### src/rtl/core/pyc_pkg.sv
// Shared widths, register indexes, constants and types of the PID yaw controller.
`timescale 1ns / 1ps

package pyc_pkg;

    localparam int ANGLE_W = 16;
    localparam int GAIN_W = 16;
    localparam int DUTY_W = 7;
    localparam int PERIOD_W = 24;
    localparam int SUM_W = 32;
    localparam int CFG_IDX_W = 3;
    localparam int CFG_DATA_W = 24;

    // Shared multiplier: signed A operand, unsigned B operand.
    localparam int MUL_A_W = 33;
    localparam int MUL_B_W = 25;
    localparam int PROD_W = MUL_A_W + MUL_B_W + 1;

    // PID numerator accumulator and the divider built around it.
    localparam int ACC_W = 50;
    localparam int DIVR_W = 24;

    // Pulse width: x / 100 through a reciprocal of 2^RECIP_SHIFT / 100.
    localparam int PROD100_W = 31;
    localparam int RECIP_SHIFT = 31;
    localparam int QUO100_W = 25;
    localparam logic [MUL_B_W-1:0] RECIP100 = 25'd21474836;
    localparam logic [PERIOD_W-1:0] PULSE_LIMIT = 24'hFFFFFF;

    localparam logic [CFG_IDX_W-1:0] REG_GAIN_P = 3'd0;
    localparam logic [CFG_IDX_W-1:0] REG_GAIN_I = 3'd1;
    localparam logic [CFG_IDX_W-1:0] REG_GAIN_D = 3'd2;
    localparam logic [CFG_IDX_W-1:0] REG_GAIN_DIVISOR = 3'd3;
    localparam logic [CFG_IDX_W-1:0] REG_DUTY_MAX = 3'd4;
    localparam logic [CFG_IDX_W-1:0] REG_DUTY_MIN = 3'd5;
    localparam logic [CFG_IDX_W-1:0] REG_PWM_PERIOD = 3'd6;

    typedef struct packed {
        logic [GAIN_W-1:0]   gain_p;
        logic [GAIN_W-1:0]   gain_i;
        logic [GAIN_W-1:0]   gain_d;
        logic [GAIN_W-1:0]   gain_divisor;
        logic [DUTY_W-1:0]   duty_max;
        logic [DUTY_W-1:0]   duty_min;
        logic [PERIOD_W-1:0] pwm_period;
    } cfg_t;

endpackage

### src/rtl/core/pid_yaw_controller_pwm_unit.sv
// Top level of the PID yaw controller with anti-windup and PWM compare output.
//
// Usage: each input transaction carries measured_angle and target_angle and
// yields exactly one output transaction with duty_percent, clamped and
// pulse_width. Both channels use valid/ready; configuration registers are
// written through the cfg channel (cfg_index 0..6), which is always ready,
// and should only be written while no sample is in flight.
// From input acceptance a sample passes through the three PID products on
// the shared multiplier, the bit-serial divider for the PID numerator, the
// clamp, and the pulse width product and its reciprocal division by 100 on
// the shared multiplier before the result is loaded into the output register.
// One sample is in work at a time and the next input is taken in the cycle
// after the result is loaded.
// Reset restores the default gains and limits and clears the previous error
// and the error sum. A finished result waits in the output register while
// the receiver stalls; a new input transaction is taken meanwhile, and its
// result is held back until the output register is free.
`timescale 1ns / 1ps

module pid_yaw_controller_pwm_unit
    import pyc_pkg::*;
(
    input  logic                  clk,
    input  logic                  rst_n,
    input  logic                  in_valid,
    output logic                  in_ready,
    input  logic [ANGLE_W-1:0]    measured_angle,
    input  logic [ANGLE_W-1:0]    target_angle,
    output logic                  out_valid,
    input  logic                  out_ready,
    output logic [DUTY_W-1:0]     duty_percent,
    output logic                  clamped,
    output logic [PERIOD_W-1:0]   pulse_width,
    input  logic                  cfg_valid,
    output logic                  cfg_ready,
    input  logic [CFG_IDX_W-1:0]  cfg_index,
    input  logic [CFG_DATA_W-1:0] cfg_data
);

    localparam logic [3:0] ST_IDLE  = 4'd0;
    localparam logic [3:0] ST_MUL_P = 4'd1;
    localparam logic [3:0] ST_MUL_I = 4'd2;
    localparam logic [3:0] ST_MUL_D = 4'd3;
    localparam logic [3:0] ST_ACC_D = 4'd4;
    localparam logic [3:0] ST_ABS   = 4'd5;
    localparam logic [3:0] ST_DIV   = 4'd6;
    localparam logic [3:0] ST_CLAMP = 4'd7;
    localparam logic [3:0] ST_PMUL  = 4'd8;
    localparam logic [3:0] ST_PREC  = 4'd9;
    localparam logic [3:0] ST_PQ    = 4'd10;
    localparam logic [3:0] ST_PFIX  = 4'd11;
    localparam logic [3:0] ST_DONE  = 4'd12;

    cfg_t cfg;

    logic [3:0]                 state_reg;
    logic signed [ANGLE_W-1:0]  e_reg;
    logic signed [ANGLE_W:0]    de_reg;
    logic signed [ANGLE_W-1:0]  prev_err_reg;
    logic signed [SUM_W-1:0]    err_sum_reg;
    logic signed [MUL_A_W-1:0]  op_a_reg;
    logic        [MUL_B_W-1:0]  op_b_reg;
    logic signed [ACC_W-1:0]    acc_reg;
    logic                       num_neg_reg;
    logic [PROD100_W-1:0]       x_reg;
    logic [QUO100_W-1:0]        q0_reg;
    logic                       fix_reg;
    logic [DUTY_W-1:0]          duty_res_reg;
    logic                       held_res_reg;
    logic                       out_valid_reg;
    logic [DUTY_W-1:0]          duty_reg;
    logic                       held_reg;
    logic [PERIOD_W-1:0]        pulse_reg;

    logic signed [PROD_W-1:0]   prod;
    logic                       div_start;
    logic                       div_done;
    logic [ACC_W-1:0]           quot;

    logic signed [ANGLE_W-1:0]  e_new;
    logic [MUL_B_W-1:0]         gp160;
    logic [MUL_B_W-1:0]         gd160;
    logic signed [MUL_B_W-1:0]  de160;
    logic [GAIN_W-1:0]          divisor_eff;
    logic [DIVR_W-1:0]          div160;
    logic [ACC_W-1:0]           acc_mag;
    logic                       q_neg;
    logic                       q_ge_max;
    logic                       q_le_min;
    logic signed [SUM_W:0]      err_sum_next;
    logic [QUO100_W-1:0]        q0_new;
    logic [PROD100_W:0]         rem100;
    logic [QUO100_W-1:0]        q100;
    logic                       out_free;
    logic                       out_load;

    pyc_cfg u_cfg (
        .clk       (clk),
        .rst_n     (rst_n),
        .cfg_valid (cfg_valid),
        .cfg_ready (cfg_ready),
        .cfg_index (cfg_index),
        .cfg_data  (cfg_data),
        .cfg       (cfg)
    );

    pyc_mul u_mul (
        .clk  (clk),
        .op_a (op_a_reg),
        .op_b (op_b_reg),
        .prod (prod)
    );

    pyc_div u_div (
        .clk      (clk),
        .rst_n    (rst_n),
        .start    (div_start),
        .dividend (acc_mag),
        .divisor  (div160),
        .done     (div_done),
        .quotient (quot)
    );

    assign in_ready = (state_reg == ST_IDLE);
    assign out_valid = out_valid_reg;
    assign duty_percent = duty_reg;
    assign clamped = held_reg;
    assign pulse_width = pulse_reg;
    assign out_free = !out_valid_reg || out_ready;
    assign out_load = (state_reg == ST_DONE) && out_free;

    assign e_new = $signed(target_angle - measured_angle);

    // Constant scalings by 160 = 128 + 32 are shift-adds.
    assign gp160 = (MUL_B_W'(cfg.gain_p) << 7) + (MUL_B_W'(cfg.gain_p) << 5);
    assign gd160 = (MUL_B_W'(cfg.gain_d) << 7) + (MUL_B_W'(cfg.gain_d) << 5);
    assign de160 = (MUL_B_W'(de_reg) <<< 7) + (MUL_B_W'(de_reg) <<< 5);
    assign divisor_eff = (cfg.gain_divisor == '0) ? GAIN_W'(1) : cfg.gain_divisor;
    assign div160 = (DIVR_W'(divisor_eff) << 7) + (DIVR_W'(divisor_eff) << 5);

    assign acc_mag = acc_reg[ACC_W-1] ? ACC_W'(-acc_reg) : ACC_W'(acc_reg);
    assign div_start = (state_reg == ST_ABS);

    // A negative numerator with a zero magnitude quotient is still zero.
    assign q_neg = num_neg_reg && (quot != '0);
    assign q_ge_max = !q_neg
        && ((quot[ACC_W-1:DUTY_W] != '0) || (quot[DUTY_W-1:0] >= cfg.duty_max));
    assign q_le_min = q_neg
        || ((quot[ACC_W-1:DUTY_W] == '0) && (quot[DUTY_W-1:0] <= cfg.duty_min));

    assign err_sum_next = (SUM_W+1)'(err_sum_reg) + (SUM_W+1)'(e_reg);

    // The reciprocal estimate is low by at most one; the remainder fixes it.
    assign q0_new = prod[RECIP_SHIFT+QUO100_W-1:RECIP_SHIFT];
    assign rem100 = (PROD100_W+1)'(x_reg) - (PROD100_W+1)'(q0_new * 7'd100);
    assign q100 = q0_reg + QUO100_W'(fix_reg);

    always_ff @(posedge clk or negedge rst_n)
    begin
        if (!rst_n)
        begin
            state_reg     <= ST_IDLE;
            prev_err_reg  <= '0;
            err_sum_reg   <= '0;
            out_valid_reg <= 1'b0;
        end
        else
        begin
            if (out_load)
            begin
                out_valid_reg <= 1'b1;
            end
            else if (out_ready)
            begin
                out_valid_reg <= 1'b0;
            end
            unique case (state_reg)
                ST_IDLE:
                begin
                    if (in_valid)
                    begin
                        e_reg    <= e_new;
                        de_reg   <= (ANGLE_W+1)'(e_new) - (ANGLE_W+1)'(prev_err_reg);
                        op_a_reg <= MUL_A_W'(e_new);
                        op_b_reg <= gp160;
                        state_reg <= ST_MUL_P;
                    end
                end
                ST_MUL_P:
                begin
                    op_a_reg  <= MUL_A_W'(err_sum_reg);
                    op_b_reg  <= MUL_B_W'(cfg.gain_i);
                    state_reg <= ST_MUL_I;
                end
                ST_MUL_I:
                begin
                    acc_reg   <= prod[ACC_W-1:0];
                    op_a_reg  <= MUL_A_W'(de160);
                    op_b_reg  <= gd160;
                    state_reg <= ST_MUL_D;
                end
                ST_MUL_D:
                begin
                    acc_reg   <= acc_reg + prod[ACC_W-1:0];
                    state_reg <= ST_ACC_D;
                end
                ST_ACC_D:
                begin
                    acc_reg   <= acc_reg + prod[ACC_W-1:0];
                    state_reg <= ST_ABS;
                end
                ST_ABS:
                begin
                    num_neg_reg <= acc_reg[ACC_W-1];
                    state_reg   <= ST_DIV;
                end
                ST_DIV:
                begin
                    if (div_done)
                    begin
                        state_reg <= ST_CLAMP;
                    end
                end
                ST_CLAMP:
                begin
                    prev_err_reg <= e_reg;
                    op_a_reg     <= MUL_A_W'(cfg.pwm_period);
                    if (q_ge_max)
                    begin
                        duty_res_reg <= cfg.duty_max;
                        held_res_reg <= 1'b1;
                        op_b_reg     <= MUL_B_W'(cfg.duty_max);
                    end
                    else if (q_le_min)
                    begin
                        duty_res_reg <= cfg.duty_min;
                        held_res_reg <= 1'b1;
                        op_b_reg     <= MUL_B_W'(cfg.duty_min);
                    end
                    else
                    begin
                        duty_res_reg <= quot[DUTY_W-1:0];
                        held_res_reg <= 1'b0;
                        op_b_reg     <= MUL_B_W'(quot[DUTY_W-1:0]);
                        if (err_sum_next[SUM_W] != err_sum_next[SUM_W-1])
                        begin
                            err_sum_reg <= err_sum_next[SUM_W]
                                ? {1'b1, {(SUM_W-1){1'b0}}}
                                : {1'b0, {(SUM_W-1){1'b1}}};
                        end
                        else
                        begin
                            err_sum_reg <= err_sum_next[SUM_W-1:0];
                        end
                    end
                    state_reg <= ST_PMUL;
                end
                ST_PMUL:
                begin
                    state_reg <= ST_PREC;
                end
                ST_PREC:
                begin
                    x_reg     <= prod[PROD100_W-1:0];
                    op_a_reg  <= MUL_A_W'(prod[PROD100_W-1:0]);
                    op_b_reg  <= RECIP100;
                    state_reg <= ST_PQ;
                end
                ST_PQ:
                begin
                    state_reg <= ST_PFIX;
                end
                ST_PFIX:
                begin
                    q0_reg    <= q0_new;
                    fix_reg   <= (rem100 >= (PROD100_W+1)'(100));
                    state_reg <= ST_DONE;
                end
                ST_DONE:
                begin
                    // The output register is loaded only once the previous result has left.
                    if (out_free)
                    begin
                        duty_reg  <= duty_res_reg;
                        held_reg  <= held_res_reg;
                        pulse_reg <= q100[QUO100_W-1] ? PULSE_LIMIT
                                                      : q100[PERIOD_W-1:0];
                        state_reg <= ST_IDLE;
                    end
                end
                default:
                begin
                    state_reg <= ST_IDLE;
                end
            endcase
        end
    end

endmodule

### src/rtl/core/pyc_cfg.sv
// Configuration register file of the PID yaw controller.
`timescale 1ns / 1ps

module pyc_cfg
    import pyc_pkg::*;
(
    input  logic                  clk,
    input  logic                  rst_n,
    input  logic                  cfg_valid,
    output logic                  cfg_ready,
    input  logic [CFG_IDX_W-1:0]  cfg_index,
    input  logic [CFG_DATA_W-1:0] cfg_data,
    output cfg_t                  cfg
);

    cfg_t cfg_reg;

    assign cfg_ready = 1'b1;
    assign cfg = cfg_reg;

    always_ff @(posedge clk or negedge rst_n)
    begin
        if (!rst_n)
        begin
            cfg_reg.gain_p       <= 16'd1200;
            cfg_reg.gain_i       <= 16'd100;
            cfg_reg.gain_d       <= 16'd400;
            cfg_reg.gain_divisor <= 16'd1000;
            cfg_reg.duty_max     <= 7'd98;
            cfg_reg.duty_min     <= 7'd2;
            cfg_reg.pwm_period   <= 24'd16000;
        end
        else if (cfg_valid)
        begin
            unique case (cfg_index)
                REG_GAIN_P:       cfg_reg.gain_p       <= cfg_data[GAIN_W-1:0];
                REG_GAIN_I:       cfg_reg.gain_i       <= cfg_data[GAIN_W-1:0];
                REG_GAIN_D:       cfg_reg.gain_d       <= cfg_data[GAIN_W-1:0];
                REG_GAIN_DIVISOR: cfg_reg.gain_divisor <= cfg_data[GAIN_W-1:0];
                REG_DUTY_MAX:     cfg_reg.duty_max     <= cfg_data[DUTY_W-1:0];
                REG_DUTY_MIN:     cfg_reg.duty_min     <= cfg_data[DUTY_W-1:0];
                REG_PWM_PERIOD:   cfg_reg.pwm_period   <= cfg_data[PERIOD_W-1:0];
                default:          ;
            endcase
        end
    end

endmodule

### src/rtl/core/pyc_mul.sv
// Shared signed-by-unsigned multiplier with a registered product.
`timescale 1ns / 1ps

module pyc_mul
    import pyc_pkg::*;
(
    input  logic                      clk,
    input  logic signed [MUL_A_W-1:0] op_a,
    input  logic        [MUL_B_W-1:0] op_b,
    output logic signed [PROD_W-1:0]  prod
);

    logic signed [PROD_W-1:0] prod_reg;

    assign prod = prod_reg;

    always_ff @(posedge clk)
    begin
        prod_reg <= PROD_W'(op_a * $signed({1'b0, op_b}));
    end

endmodule

### src/rtl/core/pyc_div.sv
// Restoring divider that produces one quotient bit per cycle.
`timescale 1ns / 1ps

module pyc_div
    import pyc_pkg::*;
(
    input  logic              clk,
    input  logic              rst_n,
    input  logic              start,
    input  logic [ACC_W-1:0]  dividend,
    input  logic [DIVR_W-1:0] divisor,
    output logic              done,
    output logic [ACC_W-1:0]  quotient
);

    localparam int CNT_W = $clog2(ACC_W + 1);

    logic [ACC_W-1:0]  quot_reg;
    logic [DIVR_W-1:0] rem_reg;
    logic [DIVR_W-1:0] divisor_reg;
    logic [CNT_W-1:0]  count_reg;
    logic              busy_reg;
    logic              done_reg;

    logic [DIVR_W:0]   shifted;
    logic [DIVR_W+1:0] diff;

    assign shifted = {rem_reg, quot_reg[ACC_W-1]};
    assign diff = {1'b0, shifted} - {2'b00, divisor_reg};
    assign done = done_reg;
    assign quotient = quot_reg;

    always_ff @(posedge clk or negedge rst_n)
    begin
        if (!rst_n)
        begin
            busy_reg  <= 1'b0;
            done_reg  <= 1'b0;
            count_reg <= '0;
        end
        else
        begin
            done_reg <= 1'b0;
            if (start)
            begin
                busy_reg  <= 1'b1;
                count_reg <= '0;
            end
            else if (busy_reg)
            begin
                count_reg <= count_reg + 1'b1;
                if (count_reg == CNT_W'(ACC_W - 1))
                begin
                    busy_reg <= 1'b0;
                    done_reg <= 1'b1;
                end
            end
        end
    end

    always_ff @(posedge clk)
    begin
        if (start)
        begin
            quot_reg    <= dividend;
            rem_reg     <= '0;
            divisor_reg <= divisor;
        end
        else if (busy_reg)
        begin
            // A nonnegative trial difference means the divisor fits here.
            if (!diff[DIVR_W+1])
            begin
                rem_reg  <= diff[DIVR_W-1:0];
                quot_reg <= {quot_reg[ACC_W-2:0], 1'b1};
            end
            else
            begin
                rem_reg  <= shifted[DIVR_W-1:0];
                quot_reg <= {quot_reg[ACC_W-2:0], 1'b0};
            end
        end
    end

endmodule

### config.mk
export PLATFORM = sky130hd
export DESIGN_NAME = pid_yaw_controller_pwm_unit
export DESIGN_NICKNAME = d
export VERILOG_FILES = /design/src/rtl/core/pyc_pkg.sv /design/src/rtl/core/pid_yaw_controller_pwm_unit.sv /design/src/rtl/core/pyc_cfg.sv /design/src/rtl/core/pyc_mul.sv /design/src/rtl/core/pyc_div.sv
export SDC_FILE = /design/constraint.sdc
export NUM_CORES = 2
export LEC_CHECK = 0
export BUFFER_PORTS_ARGS = -buffer_cell sky130_fd_sc_hd__buf_2
export CELL_PAD_IN_SITES_DETAIL_PLACEMENT = 0
export CELL_PAD_IN_SITES_GLOBAL_PLACEMENT = 1
export CORE_ASPECT_RATIO = 1.2
export CORE_MARGIN = 4
export CORE_UTILIZATION = 55
export DETAILED_ROUTE_END_ITERATION = 10
export GPL_ROUTABILITY_DRIVEN = 0
export PLACE_DENSITY = 0.92
export SLEW_MARGIN = 20
export SYNTH_ARGS = -nofsm -noshare
export SYNTH_HDL_FRONTEND = slang
export SYNTH_SLANG_ARGS = --single-unit
### constraint.sdc
create_clock -name clk -period 14.87 [get_ports clk]
set_clock_uncertainty 0.2 [all_clocks]
set_input_delay 0.7435 -clock clk [delete_from_list [all_inputs] [get_ports clk]]
set_output_delay 0.7435 -clock clk [all_outputs]
set_load 0.05 [all_outputs]
==> impl_metrics.json <==
{
  "synth_top_area_frac": 0.265,
  "io_pins": 99,
  "die_area_sq_mm": 0.120,
  "detail_route.iter0.violations": 3627,
  "cts_tree": "built",
  "rr_worst_depth": 25,
  "gr-usage-met3": 0.0472,
  "setup_slack_ns": 6.52,
  "fillers": 9576,
  "gr-usage-met2": 0.501,
  "synth_flop_cell": "edfxtp_1",
  "pre_cts_ws_ns": 6.79,
  "wl_per_cell_um": 21.4,
  "ys_types": 87,
  "design_area_sq_mm": 0.0674,
  "port_buffers": 97,
  "drc": 0,
  "hold_buffers": 1,
  "finalCritPeriodShare": 0.562,
  "yosys_warnings": 0,
  "synth_area_sq_mm": 0.0631,
  "slew_headroom": 0.201,
  "cpPeakStageDelay_ns": 0.62,
  "final_antenna_net_count": 0,
  "grt_pass1_vias": 50200,
  "clk_pin_slew_worst_paths_ns": 0.07,
  "required_ns": 15.14,
  "num_vias": 48200,
  "wl_um": 174000,
  "synth_edf_count": 305,
  "top_usage_layer": "met2",
  "worst_path_most_repeated_cell": "fa_1",
  "placed_area_sq_mm": 0.0652,
  "final_cell_mix": "inv_1, fa_1, nand2_1",
  "cts_setup_buffers": 0,
  "ys_seq_area_frac": 0.236,
  "insertion_delay_ns": 0.72,
  "antenna_found_initial": 1,
  "clk_path_buf_depth": 3,
  "async_reset_ff_frac": 0.297,
  "met1_usage": 0.355,
  "grt_pass1_wl_um": 274000,
  "final_common_cell": "inv_1",
  "ys_top_cells_by_area": "fa_1, edfxtp_1, ha_1, inv_1, dfrtp_1",
  "area_growth_syn_to_layout_pct": 6.79,
  "grt_max_degree": 88,
  "firstDrtPassIters": 8,
  "dp_hpwl_um": 129000,
  "core_area_sq_mm": 0.113,
  "largest_reg_flops": 102,
  "cpMaxStageDelayCell": "edfxtp_1",
  "outcome": "finished, final reports clean",
  "setup-tns-final_ns": 0,
  "die_y_um": 379,
  "synth-seq-cells": 548,
  "drive_above_1_share": 0.0715,
  "worst_slew_pin_slew_ns": 1.20,
  "worstPathMaxFanout": 21,
  "utilization": 0.594,
  "fp.dieW_um": 317,
  "fin_nets": 7965,
  "numCtsBuffers": 60,
  "viasPerCell": 5.91,
  "cp-end-kind": "flop",
  "critical_path_class": "flop to flop",
  "rsz0062_at_grt": "no",
  "cts.repair.resized": 0,
  "avgSynthCellArea_sq_um": 9.53,
  "clkSinkCount": 548,
  "finalSetupViolations": 0,
  "finalHoldViolCount": 0,
  "fmax_mhz": 120,
  "synth_nets": 7992,
  "critPathLaunchType": "flop",
  "start_util": 0.557,
  "htreeDepth": 2,
  "hold_depth": 2,
  "synth_largest_area_cell": "fa_1",
  "overflow": 0,
  "period_minus_slack_ns": 8.35,
  "num_rows": 135,
  "grt_use_total": 0.294,
  "slew_violations": 0,
  "critPathArrivalTime_ns": 8.63,
  "syn_inst": 6620,
  "cts-root-buf": "clkbuf_16",
  "maxCapViolCount": 0,
  "hold_path_class": "primary input to flop"
}
==> path summary, 6_finish.rpt <==
check / startpoint / to / slack, ns
max: op_b_reg[12]$_DFFE_PP_ / u_mul.prod[53]$_DFF_P_ / 6.52
min: cfg_data[20] / u_cfg.cfg[20]$_DFFE_PN0P_ / 0.09
max reg2reg: op_b_reg[12]$_DFFE_PP_ / u_mul.prod[53]$_DFF_P_ / 6.52
min reg2reg: duty_res_reg[3]$_DFFE_PP_ / duty_percent[3]$_DFFE_PP_ / 0.22
max in group asynchronous: rst_n / err_sum_reg[26]$_DFFE_PN0P_ / 12.22
min in group asynchronous: rst_n / u_cfg.cfg[89]$_DFFE_PN0P_ / 0.34
==> metrics by stage <==
step / hold slack [ns] / cells
2_1_floorplan: 0.200 / 6620
3_3_place_gp: 0.203 / 8037
3_5_place_dp: 0.205 / 8037
4_1_cts: 0.0597 / 8152
5_1_grt: 0.0856 / 8152
6_report: 0.0924 / 8153
==> cells in the mapped netlist (all sizes together) (29+ instances only) <==
cell / count
o211ai: 32
fa: 836
xor2: 149
nand2b: 45
nand4: 38
a211oi: 39
o21a: 36
clkbuf: 260
nor3: 69
a31oi: 35
a21o: 107
mux2i: 30
nor2b: 36
a21oi: 276
ha: 472
xnor2: 167
inv: 1094
edfxtp: 305
o21bai: 29
nor2: 206
nand3: 76
nand2: 711
dfxtp: 80
and2: 475
o21ai: 317
and3: 46
mux2: 98
dfrtp: 137
o31ai: 45
==> area by class of cell <==
cell class,count,area [sq um],share of cell area
Antenna cell,1,2.50,0.0000371
Clock buffer,83,1810,0.0268
Clock inverter,31,365,0.00542
Inverter,1095,4110,0.0610
Multi-Input combinational cell,4704,43200,0.641
Sequential cell,548,14900,0.221
Tap cell,1507,1890,0.0280
Timing Repair Buffer,184,1150,0.0171
==> critical path: cells and delay by family, from the launching register on <==
| family | cells | cell delay (ns) |
|---|---|---|
| multiplexers | 1 | 0.24 |
| AO/OA/AOI/OAI | 7 | 2.28 |
| adder cells (fa/ha/maj) | 8 | 3.83 |
| flip-flops | 1 | 0.62 |
| buffers and inverters | 6 | 0.68 |
| AND/OR/NAND/NOR | 3 | 0.27 |
==> cells by family (layout without fill, tap and decap cells) <==
kind of cell | count (synthesis) | count (layout) | synth area share
buf+inv | 1368 | 1393 | 0.0817
flops | 548 | 548 | 0.236
xor+xnor | 316 | 316 | 0.0439
fa+ha+maj | 1308 | 1308 | 0.359
other cells | 1 | 2 | 0.0000594
compound gates | 1127 | 1127 | 0.114
simple gates | 1824 | 1824 | 0.143
mux | 128 | 128 | 0.0223
==> routing by layer <==
| layer | vias to the layer above | wire, um |
|---|---|---|
| li1 | 21600 | - |
| met1 | 23900 | 64600 |
| met2 | 2016 | 84300 |
| met3 | 635 | 13600 |
| met4 | 0 | 11800 |
| met5 | - | 0 |
Power is left out: the tool's default activity adds up to more than one toggle a clock period on the data nets, which glitch-free logic cannot reach.
